--- config.mk ---
export PLATFORM = sky130hd
export DESIGN_NAME = wrac_div
export DESIGN_NICKNAME = d
export VERILOG_FILES = /design/src/hw/rtl/wrac_pkg.sv /design/src/hw/rtl/wrac_div.sv
export SDC_FILE = /design/constraint.sdc
export NUM_CORES = 1
export LEC_CHECK = 0
export ABC_CLOCK_PERIOD_IN_PS = 3200
export CAP_MARGIN = 20
export CORE_MARGIN = 5
export CORE_UTILIZATION = 50
export CTS_BUF_LIST = sky130_fd_sc_hd__clkbuf_16
export DETAILED_ROUTE_END_ITERATION = 12
export DONT_BUFFER_PORTS = 1
export PLACE_DENSITY = 0.76
export SLEW_MARGIN = 20
export SYNTH_ARGS = -nofsm -noshare
export SYNTH_HDL_FRONTEND = slang
export SYNTH_SLANG_ARGS = --single-unit
--- constraint.sdc ---
create_clock -name clk -period 3.2 [get_ports clk]
set_input_delay 0 -clock clk [delete_from_list [all_inputs] [get_ports clk]]
set_output_delay 0 -clock clk [all_outputs]
set_load 0.02 [all_outputs]
--- src/hw/rtl/wrac_pkg.sv ---
`timescale 1ns / 1ps
// ----------------------------------------------------------------------------
// wrac_pkg: shared types and constants
// Payload structs, command and register codes, sequencer states and helper
// functions for the waveform range aggregator.
// ----------------------------------------------------------------------------
package wrac_pkg;

    localparam int POINT_DEPTH = 4096;
    localparam int ADDR_W      = $clog2(POINT_DEPTH);
    localparam int CNT_W       = 13;
    localparam int DUR_W       = 27;
    localparam int CFG_W       = 27;
    localparam int PROD_W      = 44;
    localparam int QUO_W       = 17;
    localparam int DIV_STEPS   = QUO_W;
    localparam int STEP_W      = $clog2(DIV_STEPS + 1);
    localparam int FADE_MS     = 420;
    localparam int FADE_DEN    = FADE_MS * FADE_MS * FADE_MS;
    localparam int MIX_ONE     = 65536;
    localparam int HALF_LSB    = 32768;
    localparam int RANGE_PAD   = 5;

    typedef enum logic [1:0] {
        CMD_LOAD_CUR  = 2'd0,
        CMD_LOAD_PREV = 2'd1,
        CMD_POINT     = 2'd2,
        CMD_RANGE     = 2'd3
    } cmd_t;

    typedef enum logic [1:0] {
        CFG_CUR_COUNT  = 2'd0,
        CFG_CUR_DUR    = 2'd1,
        CFG_PREV_COUNT = 2'd2,
        CFG_PREV_DUR   = 2'd3
    } cfg_idx_t;

    typedef enum logic [1:0] {
        DK_BEGIN,
        DK_FINAL,
        DK_MEAN,
        DK_MIX
    } div_kind_t;

    typedef enum logic [2:0] {
        FLD_PEAK,
        FLD_RMS,
        FLD_BASS,
        FLD_MIDS,
        FLD_TREBLE
    } fld_t;

    typedef enum logic [3:0] {
        ST_IDLE,
        ST_MUL_B,
        ST_MUL_F,
        ST_DIV_GO,
        ST_DIV_WAIT,
        ST_WALK,
        ST_MIX_SQ,
        ST_MIX_CUBE,
        ST_BLEND_A,
        ST_BLEND_B,
        ST_FINISH
    } state_t;

    typedef struct packed {
        cmd_t        cmd;
        logic [11:0] entry_index;
        logic [15:0] peak_in;
        logic [15:0] rms_in;
        logic [7:0]  bass_in;
        logic [7:0]  mids_in;
        logic [7:0]  treble_in;
        logic [26:0] start_ms;
        logic [26:0] end_ms;
        logic [9:0]  fade_elapsed_ms;
    } req_t;

    typedef struct packed {
        logic        valid_res;
        logic [15:0] peak_out;
        logic [15:0] rms_out;
        logic [7:0]  bass_out;
        logic [7:0]  mids_out;
        logic [7:0]  treble_out;
    } rsp_t;

    typedef struct packed {
        logic [15:0] peak;
        logic [15:0] rms;
        logic [7:0]  bass;
        logic [7:0]  mids;
        logic [7:0]  treble;
    } point_t;

    function automatic logic [CNT_W-1:0] eff_count(input logic [CNT_W-1:0] c);
        logic [CNT_W-1:0] r;
        begin
            r = c;
            if (32'(c) > POINT_DEPTH)
            begin
                r = CNT_W'(POINT_DEPTH);
            end
            return r;
        end
    endfunction

    function automatic logic [15:0] field_get(input point_t p, input fld_t k);
        logic [15:0] v;
        begin
            v = '0;
            case (k)
                FLD_PEAK:   v = p.peak;
                FLD_RMS:    v = p.rms;
                FLD_BASS:   v = {8'd0, p.bass};
                FLD_MIDS:   v = {8'd0, p.mids};
                FLD_TREBLE: v = {8'd0, p.treble};
                default:    v = '0;
            endcase
            return v;
        end
    endfunction

    function automatic point_t field_set(input point_t p, input fld_t k,
                                         input logic [15:0] v);
        point_t r;
        begin
            r = p;
            case (k)
                FLD_PEAK:   r.peak   = v;
                FLD_RMS:    r.rms    = v;
                FLD_BASS:   r.bass   = v[7:0];
                FLD_MIDS:   r.mids   = v[7:0];
                FLD_TREBLE: r.treble = v[7:0];
                default:    r = p;
            endcase
            return r;
        end
    endfunction

endpackage

--- src/hw/rtl/wrac_div.sv ---
`timescale 1ns / 1ps
// ----------------------------------------------------------------------------
// wrac_div: shared restoring divider
// One quotient bit per cycle; the quotient must fit in QUO_W bits.
// ----------------------------------------------------------------------------
module wrac_div (
    input  logic                        clk,
    input  logic                        rst_n,
    input  logic                        start,
    input  logic [wrac_pkg::PROD_W-1:0] num,
    input  logic [wrac_pkg::DUR_W-1:0]  den,
    output logic                        done,
    output logic [wrac_pkg::QUO_W-1:0]  quo
);

    logic                              busy_reg, busy_next;
    logic                              done_reg, done_next;
    logic [wrac_pkg::STEP_W-1:0]       step_reg, step_next;
    logic [wrac_pkg::DUR_W-1:0]        rem_reg, rem_next;
    logic [wrac_pkg::DUR_W-1:0]        den_reg, den_next;
    logic [wrac_pkg::QUO_W-1:0]        low_reg, low_next;
    logic [wrac_pkg::QUO_W-1:0]        quo_reg, quo_next;
    logic [wrac_pkg::DUR_W:0]          trial;
    logic [wrac_pkg::DUR_W:0]          diff;

    assign trial = {rem_reg, low_reg[wrac_pkg::QUO_W-1]};
    assign diff  = trial - {1'b0, den_reg};

    always_comb
    begin
        busy_next = busy_reg;
        done_next = 1'b0;
        step_next = step_reg;
        rem_next  = rem_reg;
        den_next  = den_reg;
        low_next  = low_reg;
        quo_next  = quo_reg;
        if (start)
        begin
            busy_next = 1'b1;
            step_next = wrac_pkg::STEP_W'(wrac_pkg::DIV_STEPS);
            rem_next  = num[wrac_pkg::PROD_W-1:wrac_pkg::QUO_W];
            low_next  = num[wrac_pkg::QUO_W-1:0];
            den_next  = den;
            quo_next  = '0;
        end
        else if (busy_reg)
        begin
            if (trial >= {1'b0, den_reg})
            begin
                rem_next = diff[wrac_pkg::DUR_W-1:0];
                quo_next = {quo_reg[wrac_pkg::QUO_W-2:0], 1'b1};
            end
            else
            begin
                rem_next = trial[wrac_pkg::DUR_W-1:0];
                quo_next = {quo_reg[wrac_pkg::QUO_W-2:0], 1'b0};
            end
            low_next  = {low_reg[wrac_pkg::QUO_W-2:0], 1'b0};
            step_next = step_reg - 1'b1;
            if (step_reg == wrac_pkg::STEP_W'(1))
            begin
                busy_next = 1'b0;
                done_next = 1'b1;
            end
        end
    end

    always_ff @(posedge clk or negedge rst_n)
    begin
        if (!rst_n)
        begin
            busy_reg <= 1'b0;
            done_reg <= 1'b0;
            step_reg <= '0;
        end
        else
        begin
            busy_reg <= busy_next;
            done_reg <= done_next;
            step_reg <= step_next;
        end
    end

    always_ff @(posedge clk)
    begin
        rem_reg <= rem_next;
        den_reg <= den_next;
        low_reg <= low_next;
        quo_reg <= quo_next;
    end

    assign done = done_reg;
    assign quo  = quo_reg;

endmodule

* After elaboration in Yosys (flattened, before gate mapping) *
Index checks and enable logic that the tools add are counted.

cells by class
  add/subtract/negate cells = 2
  $lt $le $gt $ge = 1
  equal/unequal tests = 1
  multiplexer cells = 14
  reductions and logical operators = 1

operators by type and width
  operator               count
  $mux W27               3
  $mux W17               2
  $ge A28 B27 Y1         1
  $sub A27 B27 Y27       1
  $mux W5                2
  $mux W1                7
  $eq A5 B1 Y1 const B   1
  $sub A5 B1 Y5 const B  1
  $reduce_bool A2 Y1     1

storage, ports and cells
  register bits after elaboration = 95
  bits of input ports = 74

* Logic depth before layout (Yosys ltp) *
Gate-level depths: netlist (run 1).

  word-level depth = 4
  depth in mapped cells = 12
  depth with buffers taken out = 11

* Worst setup path before layout (run 1) *
No wires, ideal clock.

  path kind = register -> register
  start point = reg den_reg[0] in the netlist's numbering
  end point = reg rem_reg[20] in the netlist's numbering, data pin
  setup time = 0.264 ns
  arrival time = 2.366 ns
  required time = 2.936 ns
  slack = 0.570 ns
  stages on the path, launching flop included = 12
  buffers on the path = 1
  period minus slack after synthesis = 2.630 ns
  cell sequence = edfxtp_1 -> ha_1 -> fa_1 -> nor2b_1 -> o31a_1 -> o41ai_4 -> o2111ai_1 -> nand2_2 -> a21oi_4 -> buf_8 -> mux2i_1 -> o21ai_1

on the way
  word-level cells in the longest chain between the ends = 4
  elaborated cells on any way between the ends = 5
  classes of those cells = 1 x add/sub; 1 x order compare; 3 x mux

RTL lines
  item                                                       RTL line                        RTL
  start: declaration                                         wrac_div.sv:20                  logic [wrac_pkg::DUR_W-1:0] den_reg, den_next;
  start signal: assignment                                   wrac_div.sv:88                  den_reg <= den_next;
  $sub A27 B27 Y27 / $ge A28 B27 Y1 (equally long branches)  wrac_div.sv:27, wrac_div.sv:49
  $mux W27 *                                                 wrac_div.sv:49                  if (trial >= {1'b0, den_reg})
  $mux W27 *                                                 wrac_div.sv:47                  else if (busy_reg)
  $mux W27 *                                                 wrac_div.sv:38                  if (start)
  via rem_next, one bit                                      wrac_div.sv:19                  logic [wrac_pkg::DUR_W-1:0] rem_reg, rem_next;
  end signal: assignment                                     wrac_div.sv:87                  rem_reg <= rem_next;
  end: declaration                                           wrac_div.sv:19

Mark *: on every way through the listed nets, which the timed path passes. The rest lies on a longest branch. The select of a mux whose other input is x is not followed.
A chain may end at the register's enable or synchronous reset.

* Worst setup path in the final report (run 1) *
  start point = reg den_reg[0] in the netlist's numbering
  end point = reg rem_reg[4] in the netlist's numbering, data pin

The elaborated chain is that of the path after synthesis.

==> summary.md, run 1 <==
| Metric | Value |
|---|---|
| Uppermost layer routed | `met4` |
| Sequential share of the synthesized area | `48.0%` |
| Largest net degree at the start of global routing | `105` |
| Result of the run | `completed` |
| Maximum root-to-sink buffer count | `2` |
| Min Hold Slack | `0.00530 ns` |
| H-tree levels | `3` |
| Cell types occupying the most area after synthesis | `sky130_fd_sc_hd__edfxtp_1 (39%), sky130_fd_sc_hd__ha_1 (6.6%), sky130_fd_sc_hd__dfxtp_1 (6.2%), sky130_fd_sc_hd__mux2i_1 (5.8%), sky130_fd_sc_hd__nand2_1 (3.5%)` |
| Worst slack at placement | `0.324 ns` |
| Critical Path Fanout Max | `13` |
| Std-Cell Rows | `38` |
| Maximum capacitance violations | `0` |
| Leading area contributor after synthesis | `sky130_fd_sc_hd__edfxtp_1` |
| Remaining antenna violation count after routing | `0` |
| Worst-Margin Slew | `0.776 ns` |
| Die span in y | `115 µm` |
| Antenna violations before repair | `0` |
| Post-detailed-placement cell area | `5580 µm²` |
| Biggest cell delay along the critical path | `0.42 ns` |
| Clock tree from TritonCTS | `built` |
| Fin cells | `729` |
| Max Freq | `0.344 GHz` |
| Share of the synthesized area in the top cell type | `38.7%` |
| Post-route DRC violation count | `0` |
| Post-synth EDFFs | `71` |
| Die X | `115 µm` |
| Met2 Routed Length | `5920 µm` |
| Final setup violation count | `0` |
| Startpoint Class | `flop` |
| Share of synthesized flip-flops with an asynchronous set or reset | `7.37%` |
| Count of pins on the block boundary | `92` |
| Dominant combinational cell family by area after synthesis | `compound AO/OA/AOI/OAI gates` |
| Leakage power total | `2.84 nW` |
| Data required, critical path | `3.28 ns` |
| Final WL | `12,500 µm` |
| Number of gates resized after CTS | `0` |
| Non-Filler Cell Area, Final | `6650 µm²` |
| Starting Density | `50.8%` |
| Total of warnings raised by yosys | `0` |
| Depth of the worst hold-timing path | `3` |
| XOR/XNOR share of the synthesized area | `3.81%` |
| Setup crit end kind | `flop` |
| Count leader, synth | `sky130_fd_sc_hd__edfxtp_1` |
| First DRT Iteration DRCs | `276` |
| Total Routing Usage GR | `19.2%` |
| Count of input and output buffers | `0` |
| Number of failing hold endpoints at the final stage | `0` |
| Leading post-synthesis cells by instance count | `sky130_fd_sc_hd__edfxtp_1 (71), sky130_fd_sc_hd__nand2_1 (52), sky130_fd_sc_hd__nor2_1 (41)` |
| Setup Skew | `0.00994 ns` |
| Register-to-register setup slack | `0.29 ns` |
| Routed met3 length | `891 µm` |
| Post-Syn Area | `5510 µm²` |
| Max Transition Viols Final | `0` |
| Simple-Gate Fraction of Synth Area | `13.0%` |
| Overall overflow remaining after global route | `0` |
| Crit path time final | `2.91 ns` |
| Post-synthesis sequential element count | `95` |
| Synthesis-to-layout area growth | `20.6%` |
| Power Dens Cells | `891 nW/µm²` |
| Worst-path cell with the longest stage delay | `sky130_fd_sc_hd__fa_1` |
| Cell count after placement | `637` |
| Share of final-layout standard cells stronger than drive strength 1 | `10.4%` |
| Final-layout setup total negative slack | `0 ns` |
| Share of the synthesized area in compound gates (AO/OA/AOI/OAI) | `14.2%` |
| Clock latency of the later-clocked register in the worst-skew pair | `0.35 ns` |
| N_diodes | `0` |
| Worst Reg2Reg Path Length in Cells | `11` |
| Overall power consumption | `5.93 mW` |
| Fraction of the core area covered by cells at the end of the flow | `61.3%` |
| Crit path DAT | `2.99 ns` |
| Global-route wire length before repair | `20,200 µm` |
| Clock slew at the register clock pins of the worst setup and hold paths | `0.07 ns` |
| Classification of the worst-slack hold path | `input pin to flop` |
| Crit path max-delay family | `compound AO/OA/AOI/OAI gates` |
| Average wire length per cell after detail routing | `17.2 µm` |
| Post-CTS repair timing setup buffer count | `0` |
| Cell chain of the critical path | `ha_1 > fa_1 > nor2b_1 > o31a_1 > o41ai_4 > o2111ai_1 > nand2_2 > a21oi_4 > buf_4 > mux2i_1 > o21ai_1` |
| CTS Sinks | `95` |
| Synth Area in Adders | `6.95%` |
| Routability cong. | `0.878` |
| Number of clock buffers inserted by TritonCTS | `9` |
| Cell count along the critical path | `11` |
| Unrepaired setup endpoints after global routing | `false` |
| Worst path setup slack after routing | `0.293 ns` |
| Placeable core region | `10,800 µm²` |
| Most used DFF post-synth | `sky130_fd_sc_hd__edfxtp_1` |
| Full die area | `13,200 µm²` |
| Via count of the first global-routing pass | `4,243` |
| Vias after detailed routing | `4,083` |
| VDD IR max | `0.568 mV` |
| First-pass iteration count of the detailed router | `4` |
| Post-Syn Area per Cell | `10.7 µm²` |
| Master cell of the clock root buffer | `sky130_fd_sc_hd__clkbuf_16` |
| Multiplexer share of the synthesized area | `9.08%` |
| Gate Count Post-Synth | `514` |
| Combined buffer and inverter count along the critical path | `1` |
| Number of nets in the synthesized netlist | `618` |
| Detailed placer's ending HPWL | `8190 µm` |
| Via density | `5.60` |
| Part of the cycle the worst path needs | `90.8%` |
| Net total in the final layout | `688` |
| Routed metal-1 wirelength | `5490 µm` |
| Slew margin rel. | `48.2%` |
| Critical path type | `flop to flop` |
| Unique masters post-synth | `67` |
path summary, 6_finish.rpt:
| kind | to | startpoint |
|---|---|---|
| setup / recovery | rem_reg[4] | den_reg[0] |
| hold / removal | rem_reg[25] | num[42] |
| setup reg to reg | rem_reg[4] | den_reg[0] |
| hold reg to reg | step_reg[4] | step_reg[4] |
| max in group asynchronous | busy_reg | rst_n |
| min in group asynchronous | done | rst_n |
per-layer routing:
layer  up-vias  GRT usage [%]
met4         0           6.18
met2       133           32.0
li1       2008              -
met1      1924           23.8
met5         -              0
met3        18           6.00
cell families (layout without fill, tap and decap cells):
| family | count (synthesis) | in the layout |
|---|---|---|
| AOI/OAI and AO/OA | 113 | 113 |
| xor gates and xnor gates | 24 | 24 |
| adders and majority gates | 30 | 30 |
| buffers and inverters | 56 | 131 |
| DFF | 95 | 95 |
| muxes | 48 | 48 |
| and+or+nand+nor | 148 | 148 |
where the power goes:
group	total, mW	leakage, nW	internal [mW]	switching, mW
Clock	1.04	0.145	0.544	0.495
Combinational	2.97	1.74	1.30	1.67
Sequential	1.92	0.958	1.72	0.199
Total	5.93	2.84	3.56	2.37
placed cells by master (no fill, tap or decap), types with 8 or more instances in the layout:
master                          Yosys  routed
sky130_fd_sc_hd__nand2_1           52      52
sky130_fd_sc_hd__inv_1             34      34
sky130_fd_sc_hd__clkbuf_16          0       9
sky130_fd_sc_hd__a21oi_1           24      24
sky130_fd_sc_hd__mux2_2            16      16
sky130_fd_sc_hd__xnor2_1           13      13
sky130_fd_sc_hd__mux2i_1           32      32
sky130_fd_sc_hd__dfxtp_1           17      17
sky130_fd_sc_hd__o21ai_1           14      14
sky130_fd_sc_hd__ha_1              29      29
sky130_fd_sc_hd__xor2_1            11      11
sky130_fd_sc_hd__dlygate4sd3_1      2      75
sky130_fd_sc_hd__o21ai_0           21      21
sky130_fd_sc_hd__nand3_1            8       8
sky130_fd_sc_hd__a31oi_1           11      11
sky130_fd_sc_hd__edfxtp_1          71      71
sky130_fd_sc_hd__nor2_1            41      41
layout make-up:
type                            count  area [µm²]
Fill cell                         889        4190
Sequential cell                    95        2650
Multi-Input combinational cell    363        2590
Timing Repair Buffer               81         816
Clock buffer                        9         225
Tap cell                          140         175
Inverter                           34         128
Clock inverter                      7        61.3
timing repair:
action	in CTS	in global routing
hold endpoints to repair	125	0
hold buffers	76	0
setup endpoints to repair	0	0
worst register-to-register path: cells and delay by family (launching register included):
family	cells	cell delay, ns
flops	1	0.37
mux	1	0.23
fa+ha+maj	2	0.65
compound gates	5	0.82
buf+inv	1	0.26
simple gates	2	0.31
(Power assumes the default switching activity.)
==> inputs of run 2 (changes only) <==
- ABC_AREA: not set -> 1
==> summary.md, run 2 <==
| Metric | Value |
|---|---|
| Most used DFF post-synth | `sky130_fd_sc_hd__edfxtp_1` |
| Share of the synthesized area in compound gates (AO/OA/AOI/OAI) | `3.56% (-11 points)` |
| Number of clock buffers inserted by TritonCTS | `9 (unchanged)` |
| End point of the critical path | `rem_reg[24]` |
| Via count of the first global-routing pass | `5,349 (+26%)` |
| Synthesis-to-layout area growth | `18.9%` |
| First DRT Iteration DRCs | `359 (+30%)` |
| Dominant combinational cell family by area after synthesis | `simple AND/OR/NAND/NOR gates` |
| Unrepaired setup endpoints after global routing | `false` |
| Combined buffer and inverter count along the critical path | `1 (unchanged)` |
| Worst setup path startpoint | `den_reg[0]` |
| Multiplexer share of the synthesized area | `0% (-9.1 points)` |
| Via density | `4.88 (-13%)` |
| Setup crit end kind | `flop` |
| Post-detailed-placement cell area | `6360 µm² (+14%)` |
| Count leader, synth | `sky130_fd_sc_hd__nand2_1` |
| Most frequent standard cell in the layout excluding fill and tap cells | `sky130_fd_sc_hd__nand2_1` |
| Placeable core region | `12,100 µm² (+12%)` |
| Post-synthesis sequential element count | `95 (unchanged)` |
| Power Dens Cells | `796 nW/µm² (-11%)` |
| Share of final-layout standard cells stronger than drive strength 1 | `4.51% (-5.9 points)` |
| Worst-path cell with the longest stage delay | `sky130_fd_sc_hd__fa_1` |
| Non-Filler Cell Area, Final | `7410 µm² (+11%)` |
| Biggest cell delay along the critical path | `0.42 ns (about the same)` |
| Share of the synthesized area in the top cell type | `34.2% (-4.4 points)` |
| Starting Density | `51.4% (+0.57 points)` |
| Total of warnings raised by yosys | `0 (unchanged)` |
| VDD IR max | `0.551 mV (-3.1%)` |
| Overall overflow remaining after global route | `0 (unchanged)` |
| Slew margin rel. | `50.3% (+2.1 points)` |
| Crit path max-delay family | `simple AND/OR/NAND/NOR gates` |
| Die span in y | `122 µm (+5.7%)` |
| Worst Reg2Reg Path Length in Cells | `12 (+1)` |
| Number of failing hold endpoints at the final stage | `0 (unchanged)` |
| Max Freq | `0.387 GHz (+13%)` |
| Leakage power total | `3.78 nW (+33%)` |
| Clock slew at the register clock pins of the worst setup and hold paths | `0.08 ns (about the same)` |
| Worst-Margin Slew | `0.745 ns (-0.0314 ns)` |
| Top library cells by usage in the layout, fill and taps aside | `sky130_fd_sc_hd__nand2_1 (339), sky130_fd_sc_hd__inv_1 (172), sky130_fd_sc_hd__dlygate4sd3_1 (73), sky130_fd_sc_hd__edfxtp_1 (71), sky130_fd_sc_hd__nand3_1 (58)` |
| Worst slack at placement | `0.646 ns (+0.321 ns)` |
| Post-Syn Area per Cell | `7.27 µm² (-32%)` |
| Part of the cycle the worst path needs | `80.7% (-10 points)` |
| Synth Area in Adders | `6.15% (-0.80 points)` |
| Largest net degree at the start of global routing | `76 (-28%)` |
| XOR/XNOR share of the synthesized area | `1.41% (-2.4 points)` |
| Data required, critical path | `3.31 ns (+0.03 ns)` |
| Final-layout setup total negative slack | `0 ns (unchanged)` |
| Leading area contributor after synthesis | `sky130_fd_sc_hd__edfxtp_1` |
| Register-to-register setup slack | `0.62 ns (+0.32 ns)` |
| Cell count along the critical path | `12 (+1)` |
| First-pass iteration count of the detailed router | `5 (+1)` |
| Routability cong. | `0.958 (+9.1%)` |
| Sequential share of the synthesized area | `42.5% (-5.5 points)` |
| Gate Count Post-Synth | `857 (+67%)` |
| Critical Path Fanout Max | `28 (+15)` |
| Crit path DAT | `2.69 ns (-0.30 ns)` |
| Cell types occupying the most area after synthesis | `sky130_fd_sc_hd__edfxtp_1 (34%), sky130_fd_sc_hd__nand2_1 (20%), sky130_fd_sc_hd__inv_1 (10%), sky130_fd_sc_hd__ha_1 (5.8%), sky130_fd_sc_hd__dfxtp_1 (5.5%)` |
| N_diodes | `0 (unchanged)` |
| Startpoint Class | `flop` |
| Most prevalent standard cell on the critical path | `sky130_fd_sc_hd__nand3_1` |
| Setup Skew | `0.0122 ns (+0.00228 ns)` |
| Crit Reg-Reg Startpoint | `den_reg[0]` |
| Die X | `122 µm (+5.7%)` |
| Share of synthesized flip-flops with an asynchronous set or reset | `7.37% (unchanged)` |
| Final setup violation count | `0 (unchanged)` |
| H-tree levels | `3 (unchanged)` |
| Crit path time final | `2.58 ns (-0.324 ns)` |
| Leading post-synthesis cells by instance count | `sky130_fd_sc_hd__nand2_1 (339), sky130_fd_sc_hd__inv_1 (172), sky130_fd_sc_hd__edfxtp_1 (71)` |
| Remaining antenna violation count after routing | `0 (unchanged)` |
| Cell chain of the critical path | `ha_1 > fa_1 > inv_1 > nand3_1 > nand2_2 > nand3_1 > nand3_2 > nand3_4 > nand2_8 > nand3_1 > nand2_1 > nand2_1` |
| Worst path setup slack after routing | `0.617 ns (+0.324 ns)` |
| Count of input and output buffers | `0 (unchanged)` |
| Maximum capacitance violations | `0 (unchanged)` |
| Result of the run | `completed` |
| Std-Cell Rows | `40 (+5.3%)` |
| Simple-Gate Fraction of Synth Area | `34.0% (+21 points)` |
| CTS Sinks | `95 (unchanged)` |
| Classification of the worst-slack hold path | `input pin to flop` |
| Critical path type | `flop to flop` |
| Full die area | `14,800 µm² (+12%)` |
| Count of pins on the block boundary | `92 (unchanged)` |
| Unique masters post-synth | `34 (-49%)` |
| Maximum root-to-sink buffer count | `2 (unchanged)` |
| Post-Syn Area | `6230 µm² (+13%)` |
| Antenna violations before repair | `0 (unchanged)` |
| Net total in the final layout | `1,031 (+50%)` |
| Detailed placer's ending HPWL | `10,300 µm (+26%)` |
| Max Transition Viols Final | `0 (unchanged)` |
| Average wire length per cell after detail routing | `13.7 µm (-20%)` |
| Destination of the worst register-to-register timing path | `rem_reg[24]` |
| Post-synth EDFFs | `71 (unchanged)` |
| Clock tree from TritonCTS | `built` |
| Vias after detailed routing | `5,366 (+31%)` |
| Master cell of the clock root buffer | `sky130_fd_sc_hd__clkbuf_16` |
| Total Routing Usage GR | `21.2% (+2.0 points)` |
| Post-route DRC violation count | `0 (unchanged)` |
| Clock latency of the later-clocked register in the worst-skew pair | `0.36 ns (about the same)` |
| Final WL | `15,100 µm (+21%)` |
| Global-route wire length before repair | `25,000 µm (+24%)` |
| Number of nets in the synthesized netlist | `961 (+56%)` |
[run 2: changes by cell type after synthesis, moves of 18 or more]
| cell | previous run | this run |
|---|---|---|
| sky130_fd_sc_hd__inv_1 | 34 | 172 |
| sky130_fd_sc_hd__mux2i_1 | 32 | 0 |
| sky130_fd_sc_hd__nand2_1 | 52 | 339 |
| sky130_fd_sc_hd__nand3_1 | 8 | 58 |
| sky130_fd_sc_hd__nand3b_1 | 1 | 19 |
[run 2: report_power, final]
| group | leakage [nW] | switching, mW | total [mW] | internal, mW |
|---|---|---|---|---|
| combinational | 2.67 | 1.91 | 3.02 | 1.10 |
| sequential | 0.962 | 0.155 | 1.81 | 1.66 |
| clock | 0.146 | 0.515 | 1.06 | 0.547 |
[run 2: per-layer routing]
layer | track usage (%) | share of wire [%] | vias to the layer above
met2 | 33.8 | 45 | 162
met3 | 5.99 | 6.7 | 19
met1 | 27.9 | 46 | 2384
met4 | 7.14 | 2.2 | 0
met5 | 0 | 0 | -
li1 | - | - | 2801
[run 2: cell families after synthesis]
kind of cell	Yosys count
buffers and inverters	195
AO/OA/AOI/OAI	36
XOR/XNOR	10
adder cells (fa/ha/maj)	30
AND/OR/NAND/NOR	491
flip-flops	95
[run 2: final cells by class]
type                    count  area [µm²]
repair buffers             78         788
clock inverters             7        63.8
fillers                  1115        4710
flip-flops and latches     95        2650
clock buffers               9         225
multi-input cells         567        2810
inverters                 176         661
well taps                 168         210
[run 2: what timing repair did]
action | CTS | global route
resized for setup | 0 | 0
hold buffers | 74 | 0
endpoints found under the setup margin | 0 | 0
setup buffers | 0 | 0
hold endpoints to repair | 110 | 0
[run 2: stage by stage]
stage	utilization (%)	hold WS [ns]	power (mW)	cells
final	61.1	0.0558	5.89	1100
after global routing	61.1	0.0642	6.45	1100
after CTS	61.1	0.0551	5.89	1100
after detailed placement	52.5	-0.295	4.72	1010
after global placement	52.5	-0.295	4.68	1010
after floorplan	-	-0.296	4.19	857
[run 2: worst min-delay path by stage]
stage / from / endpoint / slack, ns / cells after the start
global route: start / den_reg[9] / 0.06 / 1
global placement: rst_n / step_reg[4] / -0.30 / 0
floorplan: rst_n / busy_reg / -0.30 / 0
finish: start / den_reg[9] / 0.06 / 1
detailed placement: rst_n / done / -0.30 / 0
CTS: start / den_reg[9] / 0.06 / 1
